<file path="config.mk">
export PLATFORM = sky130hd
export DESIGN_NAME = btl_queue
export DESIGN_NICKNAME = d
export VERILOG_FILES = /design/src/hdl/btl_pkg.sv /design/src/hdl/btl_queue.sv
export SDC_FILE = /design/constraint.sdc
export NUM_CORES = 1
export LEC_CHECK = 0
export BUFFER_PORTS_ARGS = -buffer_cell sky130_fd_sc_hd__buf_2
export CAP_MARGIN = 20
export CORE_UTILIZATION = 25
export DETAILED_ROUTE_END_ITERATION = 7
export GPL_TIMING_DRIVEN = 1
export PLACE_DENSITY = 0.53
export SLEW_MARGIN = 20
export SYNTH_ARGS = -nofsm -noshare
export SYNTH_HDL_FRONTEND = slang
export SYNTH_SLANG_ARGS = --single-unit
</file>
<file path="constraint.sdc">
create_clock -name clk -period 6.33 [get_ports clk]
set_input_delay 0.9495 -clock clk [delete_from_list [all_inputs] [get_ports clk]]
set_output_delay 0.9495 -clock clk [all_outputs]
set_load 0.005 [all_outputs]
</file>
<file path="src/hdl/btl_pkg.sv">
// Shared types, constants and saturation helpers for the bitmap text layout block.
package btl_pkg;

    localparam int GLYPH_COUNT_DEF = 256;
    localparam int SCALE_SHIFT_DEF = 1;
    localparam int QUEUE_DEPTH     = 2;

    localparam logic [1:0] KIND_LOAD  = 2'd0;
    localparam logic [1:0] KIND_START = 2'd1;
    localparam logic [1:0] KIND_CHAR  = 2'd2;

    localparam logic [7:0] NEWLINE_CODE = 8'd10;

    localparam logic signed [5:0] KERNING_RESET = 6'sd2;

    typedef enum logic [3:0] {
        OP_NOP     = 4'b0001,
        OP_START   = 4'b0010,
        OP_NEWLINE = 4'b0100,
        OP_GLYPH   = 4'b1000
    } op_t;

    typedef struct packed {
        logic [11:0] sx;
        logic [11:0] sy;
        logic [7:0]  w;
        logic [7:0]  h;
    } glyph_t;

    typedef struct packed {
        op_t                op;
        glyph_t             glyph;
        logic signed [15:0] origin_x;
        logic signed [15:0] origin_y;
        logic               draw_enable;
    } entry_t;

    function automatic logic signed [15:0] sat16(input logic signed [17:0] v);
        logic signed [15:0] r;
        if (v > 18'sd32767)
            r = 16'sh7fff;
        else if (v < -18'sd32768)
            r = 16'sh8000;
        else
            r = v[15:0];
        return r;
    endfunction

    function automatic logic signed [10:0] sat11(input logic signed [13:0] v);
        logic signed [10:0] r;
        if (v > 14'sd1023)
            r = 11'sh3ff;
        else if (v < -14'sd1024)
            r = 11'sh400;
        else
            r = v[10:0];
        return r;
    endfunction

endpackage

</file>
<file path="src/hdl/btl_queue.sv">
// Short queue between the front and back ends.
module btl_queue
    import btl_pkg::*;
(
    input  logic   clk,
    input  logic   rst_n,
    input  logic   push_valid,
    input  entry_t push_entry,
    output logic   push_ready,
    output logic   pop_valid,
    output entry_t pop_entry,
    input  logic   pop_take
);

    localparam int PTR_W = (QUEUE_DEPTH > 1) ? $clog2(QUEUE_DEPTH) : 1;
    localparam int CNT_W = $clog2(QUEUE_DEPTH + 1);

    entry_t             slots [QUEUE_DEPTH];
    logic [PTR_W-1:0]   wr_ptr_reg;
    logic [PTR_W-1:0]   wr_ptr_next;
    logic [PTR_W-1:0]   rd_ptr_reg;
    logic [PTR_W-1:0]   rd_ptr_next;
    logic [CNT_W-1:0]   count_reg;
    logic [CNT_W-1:0]   count_next;
    logic               do_push;
    logic               do_pop;

    assign push_ready = count_reg != CNT_W'(QUEUE_DEPTH);
    assign pop_valid  = count_reg != '0;
    assign pop_entry  = slots[rd_ptr_reg];
    assign do_push    = push_valid && push_ready;
    assign do_pop     = pop_valid && pop_take;

    always_comb
    begin
        wr_ptr_next = wr_ptr_reg;
        rd_ptr_next = rd_ptr_reg;
        count_next  = count_reg;
        if (do_push)
            wr_ptr_next = (wr_ptr_reg == PTR_W'(QUEUE_DEPTH - 1)) ? '0 : wr_ptr_reg + 1'b1;
        if (do_pop)
            rd_ptr_next = (rd_ptr_reg == PTR_W'(QUEUE_DEPTH - 1)) ? '0 : rd_ptr_reg + 1'b1;
        if (do_push && !do_pop)
            count_next = count_reg + 1'b1;
        else if (do_pop && !do_push)
            count_next = count_reg - 1'b1;
    end

    always_ff @(posedge clk or negedge rst_n)
    begin
        if (!rst_n)
        begin
            wr_ptr_reg <= '0;
            rd_ptr_reg <= '0;
            count_reg  <= '0;
        end
        else
        begin
            wr_ptr_reg <= wr_ptr_next;
            rd_ptr_reg <= rd_ptr_next;
            count_reg  <= count_next;
        end
    end

    always_ff @(posedge clk)
    begin
        if (do_push)
            slots[wr_ptr_reg] <= push_entry;
    end

endmodule

</file>
==> flow_summary.toml <==
[outcome]
status = "finished, final reports clean"

[drt]
viasPerCell = 3.87
drc = 0
vias = 2933
wl_per_cell_um = 14.5
routed_wl_mm = 11.0
postRouteAntennaNets = 0
drt_iter0_markers = 85
dr.pass1.iters = 3

[clock_tree]
clkLatencyLatePin_ns = 0.41
h-tree-depth = 4
clkTransAtPathRegs_ns = 0.07
cts_buffers = 17
cts_tree = "built"
cts_num_sinks = 158
post_cts_buffers = 0
cts_resized = 0
hold_buffers = 0
root_buffer = "clkbuf_16"
cts_buffer_depth = 2

[global_route]
grt_max_degree = 78
grt_pass1_wl_mm = 16.6
grt_pass1_vias = 3195
grt_overflow = 0
gr-usage-all-layers = 0.0940
antenna_found_initial = 1

[floorplan]
dieArea_um2 = 23900
initial_core_util = 0.256
die_h_um = 155
fp.dieW_um = 155
ioPinCount = 160
rows = 55
core_um2 = 22800

[critical_path]
crit_path_start_kind = "register"
rr_worst_depth = 4
critPathSlowestCell = "buf_4"
cp-end-kind = "output pin"
r2r_end = "slots[0][29]"
reg2reg_from = "count_reg[0]"
r2r_slack_ns = 4.21
crit_family = "buffers and inverters"
cp_cell_sequence = "buf_4, mux2_2, buf_2"
critPathBufInv = 2
worstPathRequired_ns = 5.38
cp.arrival_ns = 2.38
cp-startpoint = "rd_ptr_reg"
cpPeakStageDelay_ns = 0.69
crit_type = "register to output pin"
critical_path_peak_fanout = 49
path_depth = 3

[placed_design]
dp_cells = 723
globalplace.congestion = 0.678
placed_cell_area_um2 = 6980
dp_slack_ns = 3.18
port_buffers = 159
hpwl_mm = 6.96

[timing]
post-route-period-util = 0.526
period_needed_ns = 3.33
finalHoldViolCount = 0
worst_slew_pin_slew_ns = 0.767
drv_slew = 0
hold_slack_ns = 0.334
finalSetupViolations = 0
worst_clock_skew_ns = 0.00909
final.setup.worst_slack_ns = 3.00
clock.fmax_mhz = 300
slew_headroom = 0.488
grt_setup_unrepaired = "no"
setup_tns_ns = 0

[finish]
final_cells = 757
diodes = 0
nets = 513
area_growth_pct = 30.5
fill_cells = 2196
layout-drive-gt1-share = 0.619
design_area_um2 = 7610
largest_reg_flops = 154

[logic_synthesis]
netlist_area_um2 = 5830
syn_nets = 340
ys_seq_area_frac = 0.810
synth.avg_cell_area_um2 = 22.6
ys_types = 15
synth_seq_cells = 158
netlist_instances = 258
synth.yosys.warnings = 0

[pwr]
ir_drop_mv = 0.347
power_leakage_nw = 2.85
p_per_area_nw_per_um2 = 452

[worst_hold_path]
worstHoldPathType = "input pin to asynchronous set/reset pin"

[job]
drv_cap = 0
[stage by stage]
step / power [mW] / util
2_1_floorplan: 2.11 / -
3_3_place_gp: 2.44 / 0.306
3_5_place_dp: 2.46 / 0.306
4_1_cts: 3.50 / 0.332
5_1_grt: 3.63 / 0.334
6_report: 3.44 / 0.334
[routing by layer]
| layer | wire length (um) | vias up | track usage |
|---|---|---|---|
| li1 | - | 1361 | - |
| met1 | 4740 | 1466 | 0.102 |
| met2 | 5490 | 98 | 0.163 |
| met3 | 626 | 8 | 0.0387 |
| met4 | 126 | 0 | 0.0387 |
| met5 | 0 | - | 0 |
[power by group]
part	switching, mW	internal [mW]	leakage (nW)
combinational	0.421	0.477	1.09
clock	0.430	0.588	0.281
sequential	0.0919	1.43	1.48
total	0.942	2.50	2.85
[worst max path at each step]
stage,to
2_1_floorplan,slots[0][0]
3_3_place_gp,slots[0][28]
3_5_place_dp,slots[0][32]
4_1_cts,pop_entry[64]
5_1_grt,pop_entry[64]
6_report,pop_entry[64]
[synthesized netlist by cell type (all sizes together)]
library cell	instances	area, um^2
edfxtp	154	4620
mux2	77	942
buf	9	70.1
dfrtp	4	100
xnor2	3	26.3
nand2	2	7.51
nor2	2	7.51
xor2	2	17.5
and3	1	6.26
ha	1	12.5
inv	1	3.75
nand2b	1	6.26
or2	1	6.26
[cells by family (layout without fill, tap and decap cells)]
group                      Yosys count  count (layout)  synth area share
adders and majority gates            1               1           0.00215
buffers and inverters               10             196            0.0127
muxes                               77              77             0.162
xor gates and xnor gates             5               5           0.00751
and+or+nand+nor                      7               7           0.00580
DFF                                158             158             0.810
[area by class of cell]
class / count / area [um^2] / area share
Clock buffer: 17 / 425 / 0.0559
Clock inverter: 15 / 163 / 0.0214
Inverter: 1 / 3.75 / 0.000493
Multi-Input combinational cell: 90 / 1040 / 0.137
Sequential cell: 158 / 4730 / 0.622
Tap cell: 313 / 392 / 0.0515
Timing Repair Buffer: 163 / 851 / 0.112
[layout by cell type (no fill, tap or decap), types with 3 or more instances in the layout]
cell / synthesis / layout
buf_2: 5 / 159
edfxtp_1: 154 / 154
mux2_2: 57 / 57
mux2_4: 20 / 20
clkbuf_16: 0 / 17
xnor2_1: 3 / 3
clkinvlp_4: 0 / 3
clkinv_4: 0 / 3
dfrtp_1: 4 / 3
(Power assumes the default switching activity.)
