### src/hdl/btl_pkg.sv
// Shared types, constants and saturation helpers for the bitmap text layout block.
package btl_pkg;

    localparam int GLYPH_COUNT_DEF = 256;
    localparam int SCALE_SHIFT_DEF = 1;
    localparam int QUEUE_DEPTH     = 2;

    localparam logic [1:0] KIND_LOAD  = 2'd0;
    localparam logic [1:0] KIND_START = 2'd1;
    localparam logic [1:0] KIND_CHAR  = 2'd2;

    localparam logic [7:0] NEWLINE_CODE = 8'd10;

    localparam logic signed [5:0] KERNING_RESET = 6'sd2;

    typedef enum logic [3:0] {
        OP_NOP     = 4'b0001,
        OP_START   = 4'b0010,
        OP_NEWLINE = 4'b0100,
        OP_GLYPH   = 4'b1000
    } op_t;

    typedef struct packed {
        logic [11:0] sx;
        logic [11:0] sy;
        logic [7:0]  w;
        logic [7:0]  h;
    } glyph_t;

    typedef struct packed {
        op_t                op;
        glyph_t             glyph;
        logic signed [15:0] origin_x;
        logic signed [15:0] origin_y;
        logic               draw_enable;
    } entry_t;

    function automatic logic signed [15:0] sat16(input logic signed [17:0] v);
        logic signed [15:0] r;
        if (v > 18'sd32767)
            r = 16'sh7fff;
        else if (v < -18'sd32768)
            r = 16'sh8000;
        else
            r = v[15:0];
        return r;
    endfunction

    function automatic logic signed [10:0] sat11(input logic signed [13:0] v);
        logic signed [10:0] r;
        if (v > 14'sd1023)
            r = 11'sh3ff;
        else if (v < -14'sd1024)
            r = 11'sh400;
        else
            r = v[10:0];
        return r;
    endfunction

endpackage

### src/hdl/btl_back.sv
// Back end: pen, extent and line state, quad generation and the result register.
module btl_back
    import btl_pkg::*;
#(
    parameter int SCALE_SHIFT = SCALE_SHIFT_DEF
)
(
    input  logic               clk,
    input  logic               rst_n,
    input  logic               cfg_we,
    input  logic [5:0]         cfg_wdata,
    input  logic               pop_valid,
    input  entry_t             pop_entry,
    output logic               pop_take,
    output logic               out_valid,
    input  logic               out_stall,
    output logic               drawn,
    output logic signed [15:0] dest_x,
    output logic signed [15:0] dest_y,
    output logic signed [10:0] dest_w,
    output logic signed [10:0] dest_h,
    output logic [11:0]        out_src_x,
    output logic [11:0]        out_src_y,
    output logic [15:0]        bbox_w,
    output logic [15:0]        bbox_h
);

    logic signed [5:0]  kerning_reg;
    logic signed [15:0] origin_x_reg, origin_x_next;
    logic signed [15:0] origin_y_reg, origin_y_next;
    logic signed [15:0] pen_x_reg, pen_x_next;
    logic signed [15:0] pen_y_reg, pen_y_next;
    logic signed [15:0] ext_x_reg, ext_x_next;
    logic signed [15:0] ext_y_reg, ext_y_next;
    logic [7:0]         tallest_reg, tallest_next;
    logic               draw_mode_reg, draw_mode_next;
    logic               out_valid_reg, out_valid_next;

    logic               drawn_reg, drawn_next;
    logic signed [15:0] dest_x_reg, dest_x_next;
    logic signed [15:0] dest_y_reg, dest_y_next;
    logic signed [10:0] dest_w_reg, dest_w_next;
    logic signed [10:0] dest_h_reg, dest_h_next;
    logic [11:0]        src_x_reg, src_x_next;
    logic [11:0]        src_y_reg, src_y_next;
    logic [15:0]        bbox_w_reg, bbox_w_next;
    logic [15:0]        bbox_h_reg, bbox_h_next;

    logic signed [9:0]  kern10;
    logic signed [9:0]  wk;
    logic signed [9:0]  hk;
    logic signed [13:0] wk_scaled;
    logic signed [13:0] hk_scaled;
    logic [13:0]        w_scaled;
    logic [13:0]        h_scaled;
    logic signed [15:0] cx;
    logic signed [15:0] cy;
    logic signed [15:0] adv_x;
    logic signed [15:0] nl_y;
    glyph_t             g;

    assign pop_take  = pop_valid && (!out_valid_reg || !out_stall);
    assign g         = pop_entry.glyph;

    assign kern10    = {{4{kerning_reg[5]}}, kerning_reg};
    assign wk        = $signed({2'b00, g.w}) + kern10;
    assign hk        = $signed({2'b00, g.h}) + kern10;
    assign wk_scaled = $signed({{4{wk[9]}}, wk}) <<< SCALE_SHIFT;
    assign hk_scaled = $signed({{4{hk[9]}}, hk}) <<< SCALE_SHIFT;
    assign w_scaled  = {6'd0, g.w} << SCALE_SHIFT;
    assign h_scaled  = {6'd0, g.h} << SCALE_SHIFT;
    assign cx        = sat16({{2{pen_x_reg[15]}}, pen_x_reg} + $signed({4'd0, w_scaled}));
    assign cy        = sat16({{2{pen_y_reg[15]}}, pen_y_reg} + $signed({4'd0, h_scaled}));
    assign adv_x     = sat16({{2{pen_x_reg[15]}}, pen_x_reg}
                             + {{4{wk_scaled[13]}}, wk_scaled});
    assign nl_y      = sat16({{2{origin_y_reg[15]}}, origin_y_reg}
                             + $signed({10'd0, tallest_reg}));

    always_comb
    begin
        origin_x_next  = origin_x_reg;
        origin_y_next  = origin_y_reg;
        pen_x_next     = pen_x_reg;
        pen_y_next     = pen_y_reg;
        ext_x_next     = ext_x_reg;
        ext_y_next     = ext_y_reg;
        tallest_next   = tallest_reg;
        draw_mode_next = draw_mode_reg;
        drawn_next     = 1'b0;
        dest_x_next    = '0;
        dest_y_next    = '0;
        dest_w_next    = '0;
        dest_h_next    = '0;
        src_x_next     = '0;
        src_y_next     = '0;
        case (pop_entry.op)
            OP_START:
            begin
                origin_x_next  = pop_entry.origin_x;
                origin_y_next  = pop_entry.origin_y;
                pen_x_next     = pop_entry.origin_x;
                pen_y_next     = pop_entry.origin_y;
                ext_x_next     = pop_entry.origin_x;
                ext_y_next     = pop_entry.origin_y;
                tallest_next   = '0;
                draw_mode_next = pop_entry.draw_enable;
            end
            OP_NEWLINE:
            begin
                pen_x_next   = origin_x_reg;
                pen_y_next   = nl_y;
                tallest_next = '0;
            end
            OP_GLYPH:
            begin
                if (draw_mode_reg)
                begin
                    drawn_next  = 1'b1;
                    dest_x_next = pen_x_reg;
                    dest_y_next = pen_y_reg;
                    dest_w_next = sat11(wk_scaled);
                    dest_h_next = sat11(hk_scaled);
                    src_x_next  = g.sx;
                    src_y_next  = g.sy;
                end
                if (cx > ext_x_reg)
                    ext_x_next = cx;
                if (cy > ext_y_reg)
                    ext_y_next = cy;
                pen_x_next = adv_x;
                if (g.h > tallest_reg)
                    tallest_next = g.h;
            end
            default:
            begin
            end
        endcase
        bbox_w_next = 16'(ext_x_next - origin_x_next);
        bbox_h_next = 16'(ext_y_next - origin_y_next);

        out_valid_next = out_valid_reg;
        if (pop_take)
            out_valid_next = 1'b1;
        else if (!out_stall)
            out_valid_next = 1'b0;
    end

    always_ff @(posedge clk or negedge rst_n)
    begin
        if (!rst_n)
        begin
            kerning_reg   <= KERNING_RESET;
            origin_x_reg  <= '0;
            origin_y_reg  <= '0;
            pen_x_reg     <= '0;
            pen_y_reg     <= '0;
            ext_x_reg     <= '0;
            ext_y_reg     <= '0;
            tallest_reg   <= '0;
            draw_mode_reg <= 1'b0;
            out_valid_reg <= 1'b0;
        end
        else
        begin
            if (cfg_we)
                kerning_reg <= cfg_wdata;
            out_valid_reg <= out_valid_next;
            if (pop_take)
            begin
                origin_x_reg  <= origin_x_next;
                origin_y_reg  <= origin_y_next;
                pen_x_reg     <= pen_x_next;
                pen_y_reg     <= pen_y_next;
                ext_x_reg     <= ext_x_next;
                ext_y_reg     <= ext_y_next;
                tallest_reg   <= tallest_next;
                draw_mode_reg <= draw_mode_next;
            end
        end
    end

    always_ff @(posedge clk)
    begin
        if (pop_take)
        begin
            drawn_reg  <= drawn_next;
            dest_x_reg <= dest_x_next;
            dest_y_reg <= dest_y_next;
            dest_w_reg <= dest_w_next;
            dest_h_reg <= dest_h_next;
            src_x_reg  <= src_x_next;
            src_y_reg  <= src_y_next;
            bbox_w_reg <= bbox_w_next;
            bbox_h_reg <= bbox_h_next;
        end
    end

    assign out_valid = out_valid_reg;
    assign drawn     = drawn_reg;
    assign dest_x    = dest_x_reg;
    assign dest_y    = dest_y_reg;
    assign dest_w    = dest_w_reg;
    assign dest_h    = dest_h_reg;
    assign out_src_x = src_x_reg;
    assign out_src_y = src_y_reg;
    assign bbox_w    = bbox_w_reg;
    assign bbox_h    = bbox_h_reg;

endmodule

### config.mk
export PLATFORM = sky130hd
export DESIGN_NAME = btl_back
export DESIGN_NICKNAME = d
export VERILOG_FILES = /design/src/hdl/btl_pkg.sv /design/src/hdl/btl_back.sv
export SDC_FILE = /design/constraint.sdc
export NUM_CORES = 1
export LEC_CHECK = 0
export ABC_AREA = 1
export BUFFER_PORTS_ARGS = -buffer_cell sky130_fd_sc_hd__clkbuf_2
export CAP_MARGIN = 20
export CORE_AREA = 2 2 213 215
export CTS_BUF_LIST = sky130_fd_sc_hd__clkbuf_2
export DETAILED_ROUTE_END_ITERATION = 12
export DIE_AREA = 0 0 215 217
export PLACE_DENSITY_LB_ADDON = 0.2
export SYNTH_ARGS = -nofsm -noshare
export SYNTH_HDL_FRONTEND = slang
export SYNTH_SLANG_ARGS = --single-unit
### constraint.sdc
create_clock -name clk -period 7.2 [get_ports clk]
set_input_delay 0.36 -clock clk [delete_from_list [all_inputs] [get_ports clk]]
set_output_delay 0.36 -clock clk [all_outputs]
set_load 0.01 [all_outputs]
==> results.md <==
- I/O pin count: 201
- Peak Freq: 158 MHz
- Max FO, Critical Path: 22
- R2r startpoint: pen_x_reg[1]
- Die Wd: 215 um
- RSZ-0062 raised after global routing: false
- Final WS setup: 852 ps
- Design area: 18500 um^2
- Commonest non-fill, non-tap cell in the layout: nand2_1
- H-tree depth: 3
- CP max-delay cell: fa_1
- Commonest non-fill, non-tap cells in the layout: nand2_1 (371), inv_1 (330), clkbuf_2 (299)
- Iter 0 DRT Violations: 903
- First-pass DRT Iterations: 5
- Startpoint types: register
- FF-to-FF path depth: 35
- Area after DPL: 16900 um^2
- Die area: 46700 um^2
- Hold Path End: dest_w[7]
- FP Rows: 78
- Gate Count Post-Synth: 1947
- FF+latch count, synth: 221
- Slew of the pin with the lowest slew margin: 988 ps
- Worst setup EP type: register
- Leak: 9.41 nW
- Max Slew Vio Count: 0
- Die height: 217 um
- Initial antenna violation count: 3
- Deepest clock path buffer count: 3
- FF-to-FF End: bbox_w[13]
- Final Cycle Share: 88.2%
- TritonCTS clock tree: built
- Most frequent cell on the critical path: nand2_1
- VDD IR max: 0.124 mV
- Per-cell routed wire length: 16.3 um
- Port Buffers: 198
- Async set or reset register ratio after synthesis: 50.7%
- PwrDens: 312 nW/um^2
- Setup CP Type: reg -> reg
- Area leader, netlist: edfxtp_1
- Drt drc: 0
- Cts repair resizes: 0
- Worst min-delay path class: in -> reg
- Post-synthesis sequential area ratio: 39.7%
- Final WL: 47600 um
- Share of cells above drive strength 1: 16.1%
- Antenna Nets Post-Route: 0
- Total track usage: 20.6%
- Total of max-cap violations: 0
- Final Hold Viols: 0
- Delay of the slowest critical-path stage: 410 ps
- Worst Hold Launch: pop_entry[47]
- Gr ovfl total: 0
- Tmin final: 6350 ps
- NumNets Final: 2489
- Cell variety after synth: 60
- Worst Setup SP: pen_x_reg[1]
- Root buffer cell: clkbuf_2
- Total CTS buffers: 67
- Synth area leaders: edfxtp_1 (21%), dfrtp_1 (18%), ha_1 (10%), nand2_1 (9.1%), inv_1 (8.1%)
- Reg2Reg Setup Slack: 850 ps
- Core area: 44700 um^2
- Hold_buf cts: 93
- Critical Path AT: 7040 ps
- Post-CTS setup buffer count: 0
- Post-synth EDFFs: 109
- Sum of negative setup slack: 0 ps
- Worst Path Required: 7890 ps
- Post-DP HPWL: 34800 um
- Fin cells: 2922
- Worst-path clk slew: 110 ps
- Mapped cell area: 15300 um^2
- Synth warn: 0
- Layout Skew: 91.9 ps
- Placement Setup Slack: 668 ps
- Largest net degree at the start of global routing: 81
- Vias: 14.2k
- DP Cell Count: 2705
- Main synth FF type: dfrtp_1
- Status: completed
- First-pass GRT wire length: 75300 um
- Setup violators final: 0
- Rel. slew slack: 33.7%
- DR vias/cell: 4.86
- Vias in the first global route: 14.4k
- GP Congestion: 0.871
- Starting Density: 34.3%
- Area share of the largest cell type after synthesis: 21.4%
- Hold slack: 148 ps
- Synth-to-layout area growth: 21.0%
- Clock sinks: 221
- Worst-Skew Late Latency: 970 ps
- Average cell area after synthesis: 7.87 um^2
- Hold path cells: 5
==> routing by layer <==
layer  track usage (%)  vias to the layer above  wire, um
met4              9.08                        0      1730
met5                 0                        -         0
met2              36.5                      344     23800
met1              24.5                     6625     19900
li1                  -                     7114         -
met3              3.52                      108      2100
==> power breakdown <==
| group | total [mW] | internal (mW) | leakage, nW | switching, mW |
|---|---|---|---|---|
| logic | 2.94 | 1.08 | 6.52 | 1.86 |
| registers | 1.80 | 1.65 | 2.41 | 0.154 |
| clock network | 1.04 | 0.446 | 0.478 | 0.597 |
==> worst max-delay path by stage <==
stage	to	slack [ps]	depth (start not counted)
detailed placement	bbox_w[13]	670	36
global placement	bbox_w[13]	890	36
floorplan	bbox_w[13]	1600	36
finish	bbox_w[13]	850	35
CTS	bbox_w[13]	760	35
global route	bbox_w[13]	60	35
==> through the flow <==
step                utilization, %  power [mW]
floorplan                        -        3.92
global placement              37.9        4.69
detailed placement            37.9        4.73
CTS                           41.4        5.86
global route                  41.5        6.35
finish                        41.5        5.79
==> Yosys cell counts, types with 3 or more instances <==
library cell and instances:
xnor2_1 15, nor2_1 148, a21boi_0 4, o211ai_1 5, o22ai_1 22, inv_1 330, buf_4 3, a21o_1 6
nand2_1 372, nand2_2 7, or2_2 3, mux2_2 4, nand3_1 100, o21ai_2 5, xor2_1 53, ha_1 126
o21a_1 6, a22oi_1 18, buf_1 5, inv_2 7, o21bai_1 9, nand4_1 12, dfrtp_1 111, buf_2 9
o21ai_1 43, clkbuf_1 35, nor2_2 9, a21oi_1 143, o21ai_0 158, nor3_1 20, edfxtp_1 109, a211oi_1 4
fa_1 8, a31oi_1 6
==> final cells by class <==
cell class                 count  area (um^2)
clock buffer                 102          510
inverter                     338         1270
antenna                        4         10.0
clock inverter                18          125
sequential                   221         6080
multi-input combinational   1333         7730
tap                          600          751
timing repair buffer         306         2050
fill                        4737        26200
==> cells by family after synthesis <==
group,after synthesis,synth area share [%]
AND/OR/NAND/NOR,683,18.8
AO/OA/AOI/OAI,442,16.1
buffers and inverters,394,9.93
flip-flops,221,39.7
adder cells (fa/ha/maj),134,11.3
XOR/XNOR,68,3.89
multiplexers,4,0.294
other,1,0.0245
==> worst max-delay path: cells and delay by family (launching register included) <==
kind	cells	cell delay, ps
buf+inv	2	360
flops	1	390
compound gates	14	2120
simple gates	13	1660
xor+xnor	2	350
fa+ha+maj	4	1240
No activity file was read; power rests on OpenSTA's default activity.
